<file path="src/hdl/smbs_pkg.sv">
// Shared types and constants for the SPI master bit shifter.
package smbs_pkg;

  localparam int unsigned DelayBits = 12;
  localparam int unsigned CfgIdxBits = 3;

  // Configuration register indexes
  localparam logic [CfgIdxBits-1:0] RegClockPolarity = 3'd0;
  localparam logic [CfgIdxBits-1:0] RegClockPhase    = 3'd1;
  localparam logic [CfgIdxBits-1:0] RegLsbFirst      = 3'd2;
  localparam logic [CfgIdxBits-1:0] RegHalfPeriod    = 3'd3;
  localparam logic [CfgIdxBits-1:0] RegEndClockLevel = 3'd4;

  typedef struct packed {
    logic       load;
    logic [7:0] tx_byte;
    logic [3:0] bit_count;
    logic       final_hold;
    logic       miso_level;
  } in_item_t;

  typedef struct packed {
    logic       sck_pin;
    logic       mosi_pin;
    logic       busy_res;
    logic       rx_valid;
    logic [7:0] rx_byte;
  } out_item_t;

  typedef struct packed {
    logic                 clock_polarity;
    logic                 clock_phase;
    logic                 lsb_first;
    logic [DelayBits-1:0] half_period;
    logic                 end_clock_level;
  } cfg_t;

  // One tick after classification: byte already aligned, count already clamped (8 when LSB first)
  typedef struct packed {
    logic       load;
    logic [7:0] shift_init;
    logic [3:0] bits;
    logic       final_hold;
    logic       miso_level;
  } cmd_t;

  typedef enum logic [1:0] {
    PhIdle,
    PhFirst,
    PhSecond
  } phase_e;

endpackage

</file>
<file path="src/hdl/smbs_front.sv">
// Front stage: takes input beats, clamps the bit count and aligns the byte (LSB first: all 8 bits, byte as is).
module smbs_front (
  input  logic              clk_i,
  input  logic              rst_ni,
  input  smbs_pkg::cfg_t    cfg_i,
  input  logic              push,
  output logic              full,
  input  smbs_pkg::in_item_t in_item_i,
  output logic              cmd_valid_o,
  input  logic              cmd_ready_i,
  output smbs_pkg::cmd_t    cmd_o
);

  logic           valid_q, valid_d;
  smbs_pkg::cmd_t cmd_q, cmd_d;
  logic [3:0]     cnt;
  logic [2:0]     sh;
  logic           take;

  assign full = valid_q && !cmd_ready_i;
  assign take = push && !full;

  always_comb begin
    if (in_item_i.bit_count == 4'd0) begin
      cnt = 4'd1;
    end else if (in_item_i.bit_count > 4'd8) begin
      cnt = 4'd8;
    end else begin
      cnt = in_item_i.bit_count;
    end
    sh = 3'(4'd8 - cnt);

    cmd_d.load       = in_item_i.load;
    cmd_d.final_hold = in_item_i.final_hold;
    cmd_d.miso_level = in_item_i.miso_level;
    if (cfg_i.lsb_first) begin
      cmd_d.shift_init = in_item_i.tx_byte;
      cmd_d.bits       = 4'd8;
    end else begin
      // MSB first: move the low bits up to the top of the shifter
      cmd_d.shift_init = 8'(in_item_i.tx_byte << sh);
      cmd_d.bits       = cnt;
    end

    valid_d = valid_q;
    if (take) begin
      valid_d = 1'b1;
    end else if (cmd_ready_i) begin
      valid_d = 1'b0;
    end
  end

  always_ff @(posedge clk_i or negedge rst_ni) begin
    if (!rst_ni) begin
      valid_q <= 1'b0;
    end else begin
      valid_q <= valid_d;
    end
  end

  always_ff @(posedge clk_i) begin
    if (take) begin
      cmd_q <= cmd_d;
    end
  end

  assign cmd_valid_o = valid_q;
  assign cmd_o       = cmd_q;

endmodule

</file>
<file path="src/hdl/smbs_cmd_queue.sv">
// Two-entry queue of classified ticks between front and back.
module smbs_cmd_queue (
  input  logic           clk_i,
  input  logic           rst_ni,
  input  logic           wr_valid_i,
  output logic           wr_ready_o,
  input  smbs_pkg::cmd_t wr_cmd_i,
  output logic           rd_valid_o,
  input  logic           rd_ready_i,
  output smbs_pkg::cmd_t rd_cmd_o
);

  smbs_pkg::cmd_t mem_q [2];
  logic           wr_ptr_q, wr_ptr_d;
  logic           rd_ptr_q, rd_ptr_d;
  logic [1:0]     cnt_q, cnt_d;
  logic           wr_fire, rd_fire;

  assign wr_ready_o = cnt_q != 2'd2;
  assign rd_valid_o = cnt_q != 2'd0;
  assign wr_fire    = wr_valid_i && wr_ready_o;
  assign rd_fire    = rd_valid_o && rd_ready_i;
  assign rd_cmd_o   = mem_q[rd_ptr_q];

  always_comb begin
    wr_ptr_d = wr_fire ? !wr_ptr_q : wr_ptr_q;
    rd_ptr_d = rd_fire ? !rd_ptr_q : rd_ptr_q;
    cnt_d    = cnt_q;
    if (wr_fire && !rd_fire) begin
      cnt_d = 2'(cnt_q + 2'd1);
    end else if (rd_fire && !wr_fire) begin
      cnt_d = 2'(cnt_q - 2'd1);
    end
  end

  always_ff @(posedge clk_i or negedge rst_ni) begin
    if (!rst_ni) begin
      wr_ptr_q <= 1'b0;
      rd_ptr_q <= 1'b0;
      cnt_q    <= 2'd0;
    end else begin
      wr_ptr_q <= wr_ptr_d;
      rd_ptr_q <= rd_ptr_d;
      cnt_q    <= cnt_d;
    end
  end

  always_ff @(posedge clk_i) begin
    if (wr_fire) begin
      mem_q[wr_ptr_q] <= wr_cmd_i;
    end
  end

endmodule

</file>
<file path="src/hdl/smbs_back.sv">
// Back stage: runs the SCK/MOSI tick engine and buffers result beats.
module smbs_back (
  input  logic                clk_i,
  input  logic                rst_ni,
  input  smbs_pkg::cfg_t      cfg_i,
  input  logic                cmd_valid_i,
  output logic                cmd_ready_o,
  input  smbs_pkg::cmd_t      cmd_i,
  output logic                empty,
  input  logic                pop,
  output smbs_pkg::out_item_t out_item_o
);

  smbs_pkg::phase_e             state_q, state_d;
  logic [7:0]                   shift_q, shift_d;
  logic [3:0]                   bits_q, bits_d;
  logic [smbs_pkg::DelayBits-1:0] tick_q, tick_d;
  logic                         hold_q, hold_d;
  logic                         sck_q, sck_d;
  logic                         mosi_q, mosi_d;

  smbs_pkg::out_item_t res;
  smbs_pkg::out_item_t res_mem_q [2];
  logic                res_wr_q, res_rd_q;
  logic [1:0]          res_cnt_q, res_cnt_d;
  logic                pop_fire, room, step;
  logic [7:0]          sh;
  logic                last;

  function automatic logic out_bit(input logic lsb, input logic [7:0] s);
    return lsb ? s[0] : s[7];
  endfunction

  function automatic logic [7:0] take_bit(input logic lsb, input logic [7:0] s,
                                          input logic miso);
    return lsb ? {miso, s[7:1]} : {s[6:0], miso};
  endfunction

  assign pop_fire    = pop && !empty;
  assign empty       = res_cnt_q == 2'd0;
  assign room        = (res_cnt_q != 2'd2) || pop_fire;
  assign step        = cmd_valid_i && room;
  assign cmd_ready_o = room;
  assign out_item_o  = res_mem_q[res_rd_q];

  always_comb begin
    state_d = state_q;
    shift_d = shift_q;
    bits_d  = bits_q;
    tick_d  = tick_q;
    hold_d  = hold_q;
    sck_d   = sck_q;
    mosi_d  = mosi_q;
    sh      = shift_q;
    last    = 1'b0;
    res.rx_valid = 1'b0;
    res.rx_byte  = 8'd0;

    case (state_q)
      smbs_pkg::PhIdle: begin
        if (cmd_i.load) begin
          shift_d = cmd_i.shift_init;
          bits_d  = cmd_i.bits;
          hold_d  = cmd_i.final_hold;
          if (!cfg_i.clock_phase) begin
            mosi_d = out_bit(cfg_i.lsb_first, cmd_i.shift_init);
          end
          sck_d   = 1'b1;
          tick_d  = smbs_pkg::DelayBits'(1);
          state_d = smbs_pkg::PhFirst;
        end
      end
      smbs_pkg::PhFirst: begin
        if (tick_q < cfg_i.half_period) begin
          tick_d = smbs_pkg::DelayBits'(tick_q + 1'b1);
        end else begin
          last = hold_q && (bits_q <= 4'd1);
          if (cfg_i.clock_phase) begin
            mosi_d = out_bit(cfg_i.lsb_first, shift_q);
          end else begin
            shift_d = take_bit(cfg_i.lsb_first, shift_q, cmd_i.miso_level);
          end
          sck_d   = last ? cfg_i.end_clock_level : 1'b0;
          tick_d  = smbs_pkg::DelayBits'(1);
          state_d = smbs_pkg::PhSecond;
        end
      end
      smbs_pkg::PhSecond: begin
        if (tick_q < cfg_i.half_period) begin
          tick_d = smbs_pkg::DelayBits'(tick_q + 1'b1);
        end else begin
          if (cfg_i.clock_phase) begin
            sh = take_bit(cfg_i.lsb_first, shift_q, cmd_i.miso_level);
          end
          shift_d = sh;
          bits_d  = 4'(bits_q - 4'd1);
          if (bits_d != 4'd0) begin
            if (!cfg_i.clock_phase) begin
              mosi_d = out_bit(cfg_i.lsb_first, sh);
            end
            sck_d   = 1'b1;
            tick_d  = smbs_pkg::DelayBits'(1);
            state_d = smbs_pkg::PhFirst;
          end else begin
            // Byte done: drop to idle and hand back what was shifted in
            tick_d       = '0;
            state_d      = smbs_pkg::PhIdle;
            res.rx_valid = 1'b1;
            res.rx_byte  = sh;
          end
        end
      end
      default: begin
        state_d = smbs_pkg::PhIdle;
      end
    endcase

    res.sck_pin  = sck_d ^ cfg_i.clock_polarity;
    res.mosi_pin = mosi_d;
    res.busy_res = state_d != smbs_pkg::PhIdle;

    res_cnt_d = res_cnt_q;
    if (step && !pop_fire) begin
      res_cnt_d = 2'(res_cnt_q + 2'd1);
    end else if (pop_fire && !step) begin
      res_cnt_d = 2'(res_cnt_q - 2'd1);
    end
  end

  always_ff @(posedge clk_i or negedge rst_ni) begin
    if (!rst_ni) begin
      state_q   <= smbs_pkg::PhIdle;
      shift_q   <= 8'd0;
      bits_q    <= 4'd0;
      tick_q    <= '0;
      hold_q    <= 1'b0;
      sck_q     <= 1'b0;
      mosi_q    <= 1'b1;
      res_wr_q  <= 1'b0;
      res_rd_q  <= 1'b0;
      res_cnt_q <= 2'd0;
    end else begin
      if (step) begin
        state_q  <= state_d;
        shift_q  <= shift_d;
        bits_q   <= bits_d;
        tick_q   <= tick_d;
        hold_q   <= hold_d;
        sck_q    <= sck_d;
        mosi_q   <= mosi_d;
        res_wr_q <= !res_wr_q;
      end
      if (pop_fire) begin
        res_rd_q <= !res_rd_q;
      end
      res_cnt_q <= res_cnt_d;
    end
  end

  always_ff @(posedge clk_i) begin
    if (step) begin
      res_mem_q[res_wr_q] <= res;
    end
  end

  a_tick_nonzero: assert property (@(posedge clk_i) disable iff (!rst_ni)
    (state_q != smbs_pkg::PhIdle) |-> (tick_q != '0))
    else $error("tick counter zero while shifting");

  a_res_cnt_bound: assert property (@(posedge clk_i) disable iff (!rst_ni)
    res_cnt_q <= 2'd2)
    else $error("result buffer overfilled");

  a_done_idle: assert property (@(posedge clk_i) disable iff (!rst_ni)
    (step && res.rx_valid) |=> (state_q == smbs_pkg::PhIdle))
    else $error("engine not idle after completed byte");

  a_step_fills: assert property (@(posedge clk_i) disable iff (!rst_ni)
    step |=> (res_cnt_q != 2'd0))
    else $error("result beat lost after step");

endmodule

</file>
<file path="src/hdl/spi_master_bit_shifter.sv">
// SPI master bit shifter top level: config registers, front, queue and back.
// Each input beat is one tick; a new beat is taken every cycle when results are popped.
// An accepted beat is registered in the front stage, the queue and the result buffer.
// Throughput: one beat per cycle while results are popped, set by the tick engine.
// Reset clears config to polarity 0, phase 0, MSB first, half period 1, end level 0,
// idles the engine with SCK inactive and MOSI high, and empties every queue.
module spi_master_bit_shifter (
  input  logic                                clk_i,
  input  logic                                rst_ni,
  input  logic                                cfg_we_i,
  input  logic [smbs_pkg::CfgIdxBits-1:0]     cfg_idx_i,
  input  logic [smbs_pkg::DelayBits-1:0]      cfg_wdata_i,
  input  logic                                push,
  output logic                                full,
  input  smbs_pkg::in_item_t                  in_item_i,
  output logic                                empty,
  input  logic                                pop,
  output smbs_pkg::out_item_t                 out_item_o
);

  smbs_pkg::cfg_t cfg_q, cfg_d;
  logic           f_valid, f_ready;
  smbs_pkg::cmd_t f_cmd;
  logic           b_valid, b_ready;
  smbs_pkg::cmd_t b_cmd;

  always_comb begin
    cfg_d = cfg_q;
    if (cfg_we_i) begin
      case (cfg_idx_i)
        smbs_pkg::RegClockPolarity: cfg_d.clock_polarity  = cfg_wdata_i[0];
        smbs_pkg::RegClockPhase:    cfg_d.clock_phase     = cfg_wdata_i[0];
        smbs_pkg::RegLsbFirst:      cfg_d.lsb_first       = cfg_wdata_i[0];
        smbs_pkg::RegHalfPeriod:    cfg_d.half_period     = cfg_wdata_i;
        smbs_pkg::RegEndClockLevel: cfg_d.end_clock_level = cfg_wdata_i[0];
        default: begin
          cfg_d = cfg_q;
        end
      endcase
    end
  end

  always_ff @(posedge clk_i or negedge rst_ni) begin
    if (!rst_ni) begin
      cfg_q.clock_polarity  <= 1'b0;
      cfg_q.clock_phase     <= 1'b0;
      cfg_q.lsb_first       <= 1'b0;
      cfg_q.half_period     <= smbs_pkg::DelayBits'(1);
      cfg_q.end_clock_level <= 1'b0;
    end else begin
      cfg_q <= cfg_d;
    end
  end

  smbs_front u_front (
    .clk_i       (clk_i),
    .rst_ni      (rst_ni),
    .cfg_i       (cfg_q),
    .push        (push),
    .full        (full),
    .in_item_i   (in_item_i),
    .cmd_valid_o (f_valid),
    .cmd_ready_i (f_ready),
    .cmd_o       (f_cmd)
  );

  smbs_cmd_queue u_queue (
    .clk_i      (clk_i),
    .rst_ni     (rst_ni),
    .wr_valid_i (f_valid),
    .wr_ready_o (f_ready),
    .wr_cmd_i   (f_cmd),
    .rd_valid_o (b_valid),
    .rd_ready_i (b_ready),
    .rd_cmd_o   (b_cmd)
  );

  smbs_back u_back (
    .clk_i       (clk_i),
    .rst_ni      (rst_ni),
    .cfg_i       (cfg_q),
    .cmd_valid_i (b_valid),
    .cmd_ready_o (b_ready),
    .cmd_i       (b_cmd),
    .empty       (empty),
    .pop         (pop),
    .out_item_o  (out_item_o)
  );

endmodule

</file>
<file path="config.mk">
export PLATFORM = sky130hd
export DESIGN_NAME = spi_master_bit_shifter
export DESIGN_NICKNAME = d
export VERILOG_FILES = /design/src/hdl/smbs_pkg.sv /design/src/hdl/smbs_front.sv /design/src/hdl/smbs_cmd_queue.sv /design/src/hdl/smbs_back.sv /design/src/hdl/spi_master_bit_shifter.sv
export SDC_FILE = /design/constraint.sdc
export NUM_CORES = 1
export LEC_CHECK = 0
export BUFFER_PORTS_ARGS = -buffer_cell sky130_fd_sc_hd__buf_2
export CORE_MARGIN = 3
export CORE_UTILIZATION = 63
export CTS_CLUSTER_DIAMETER = 120
export DETAILED_ROUTE_END_ITERATION = 8
export PLACE_DENSITY_LB_ADDON = 0.15
export SYNTH_ARGS = -nofsm -noshare
export SYNTH_HDL_FRONTEND = slang
export SYNTH_SLANG_ARGS = --single-unit
export TNS_END_PERCENT = 5
</file>
<file path="constraint.sdc">
create_clock -name clk_i -period 6.4 [get_ports clk_i]
set_input_delay 0.96 -clock clk_i [delete_from_list [all_inputs] [get_ports clk_i]]
set_output_delay 0.96 -clock clk_i [all_outputs]
set_load 0.01 [all_outputs]
</file>
==> results.tsv <==
metric	value	unit
CP dominant cell by count	nor2_1	
postcts setup bufs	0	
vias in the first global route	4317	
IO Count	49	
crit-path cells	mux2i_2 -> a2111oi_4 -> nand4_1 -> nor2_1 -> xnor2_1 -> nor2_1	
minimum clock period	2.89	ns
CP arrival	3.28	ns
min-delay src	u_front.cmd_o[5]	
PwrDens	503	nW/µm²
Clock Latency Late Sink	0.52	ns
TritonCTS Buffers	17	
share of the synthesized area in the top cell type	32.9	%
Slowest Stage Delay on Critical Path	0.90	ns
clock net sink count	123	
Die X	106	µm
Static Leak	0.00297	µW
Post-synth EDFFs	69	
mapped cell area	6300	µm²
slowest stage cell, crit path	dfrtp_1	
RD Place Congestion	0.862	
Slew headroom	17.0	%
Antenna Violating Nets Remaining	0	
top post-synthesis cells by area	edfxtp_1 (33%), dfrtp_1 (21%), mux2_2 (7.9%), ha_1 (4.4%), mux2i_1 (3.8%)	
die area	11200	µm²
Crit Path Class	reg -> reg	
CTS H-tree lvls	4	
Worst setup EP type	flip-flop	
Min-Delay Path Class	reg -> reg	
Post-CTS Resized	0	
first-pass GRT wire length	20700	µm
Inst Count DP	689	
WP buf/inv	0	
register area share after synthesis	54.4	%
unrepaired setup endpoints after global routing	no	
Synth Warn #	0	
Syn Area/Cell	11.9	µm²
synthesis-stage register bit count	123	
Area Overhead vs Synth	13.6	%
post-route setup TNS	0	ns
Synth Flop Type	edfxtp_1	
First-pass DRT Iterations	5	
f_max	346	MHz
Hold Fails Final Rpt	0	
max-cap violations	0	
core box area	9460	µm²
final setup vio count	0	
Post-Layout Inst Area	7160	µm²
initial core utilization	66.6	%
vias post-DR	4318	
R2R Path Start	u_queue.rd_ptr_q	
ant diodes	0	
largest net degree at the start of global routing	55	
synthesized instance count	531	
leading area contributor after synthesis	edfxtp_1	
Layout Skew	0.00841	ns
most common library cell in the layout ignoring fill and taps	edfxtp_1	
Worst VDD drop	0.000300	V
CTS Hold Buffers Added	0	
GRT overflow	0	
clock tree buffer depth	2	
Worst EP required	6.79	ns
CP Launch Type	flip-flop	
crit path max fanout	26	
post-DR wirelength/cell	17.0	µm
final HPWL from detailed placement	8440	µm
routed vias/inst	5.99	
fin crit share	45.2	%
clock-pin slew on the worst setup and hold paths	0.06	ns
Post-synth ARST share	43.9	%
share of layout cells above drive strength 1	23.5	%
final wirelength	12300	µm
Post-DP Area	6620	µm²
Worst Setup SP	u_queue.rd_ptr_q	
most frequent cells in the layout	edfxtp_1 (69), dfrtp_1 (52), buf_2 (48), nor2_1 (46), mux2_2 (44)	
Core Util, Final	75.7	%
IO Port Bufs	48	
clock root buffer master	clkbuf_8	
non-filler cells, final	721	
Hold WS	0.447	ns
Global Route Usage Sum	23.4	%
Max Slew Vio Count	0	
initial antenna violation count	0	
drt first-iter violations	361	
DRC errors left	0	
Top delay family on crit path	flip-flops	
Final #Nets	636	
Die Span Y	106	µm
Rows	35	
CTS tree	done	
synth unique cells	58	
outcome	finished, final reports clean	
worst slew pin tran	1.24	ns
Post-Syn Nets	588	
metrics by stage:
stage | power, µW | worst slack, ns
after floorplan | 2400 | 3.32
after global placement | 2650 | 3.22
after detailed placement | 2730 | 3.09
after CTS | 3610 | 3.51
after global routing | 3840 | 3.28
final | 3600 | 3.51
synth_stat cells (all sizes together) (3+ instances only):
cell type,n
a211oi,10
a21o,3
a21oi,11
a31oi,18
and2,7
and3,5
buf,10
clkbuf,10
dfrtp,52
edfxtp,69
ha,22
inv,28
mux2,44
mux2i,25
mux4,3
nand2,34
nand2b,12
nand3,14
nand4,6
nor2,47
nor2b,10
nor3,4
nor3b,4
o211ai,10
o21ai,18
o22ai,3
or2,3
or3,4
xnor2,9
xor2,12
sequential cells by signal (all words and copies together), names as in the netlist, 4 cells and up:
| register | flops |
|---|---|
| u_back.shift_q | 8 |
| u_back.bits_q | 4 |
| u_back.res_mem_q | 24 |
| u_back.tick_q | 12 |
| u_queue.mem_q | 30 |
| u_front.cmd_o | 15 |
| cfg_q | 16 |
logic make-up (layout without fill, tap and decap cells):
group	count (synthesis)	count (layout)	share of synthesized area, %
buf+inv	48	109	3.08
xor+xnor	21	21	2.92
compound gates	90	90	10.1
mux	72	72	13.0
simple gates	155	155	12.1
fa+ha+maj	22	22	4.37
flops	123	123	54.4
final timing paths:
check | to | cells past startpoint | slack (ns)
worst max-delay path | u_back.tick_q[10] | 6 | 3.51
worst min-delay path | u_queue.mem_q[1][5] | 0 | 0.45
max in group asynchronous | u_back.shift_q[3] | 2 | 5.37
worst max register to register | u_back.tick_q[10] | 6 | 3.51
min in group asynchronous | cfg_q[3] | 2 | 0.56
worst min register to register | u_queue.mem_q[1][5] | 0 | 0.45
per-layer routing:
metal	wire length, µm	part of all wire, %	vias to the layer above	global-route usage, %
met5	0	0	-	0
met4	218	1.8	0	7.59
met3	778	6.3	25	6.19
met2	5970	49	171	38.8
met1	5300	43	2076	30.4
li1	-	-	2046	-
area by class of cell:
| cell class | count | area, µm² |
|---|---|---|
| Sequential cell | 123 | 3430 |
| Multi-Input combinational cell | 360 | 2680 |
| Fill cell | 635 | 2300 |
| Clock buffer | 17 | 414 |
| Timing Repair Buffer | 49 | 248 |
| Tap cell | 129 | 161 |
| Clock inverter | 15 | 125 |
| Inverter | 28 | 105 |
power breakdown:
part           switching [µW]  total [µW]  leakage [µW]  internal [µW]
Sequential                215        1400       0.00132           1180
Clock                     351         864      0.000265            513
Combinational             752        1330       0.00138            582
Total                    1320        3600       0.00297           2280
Power figures use the tool's default switching activity.
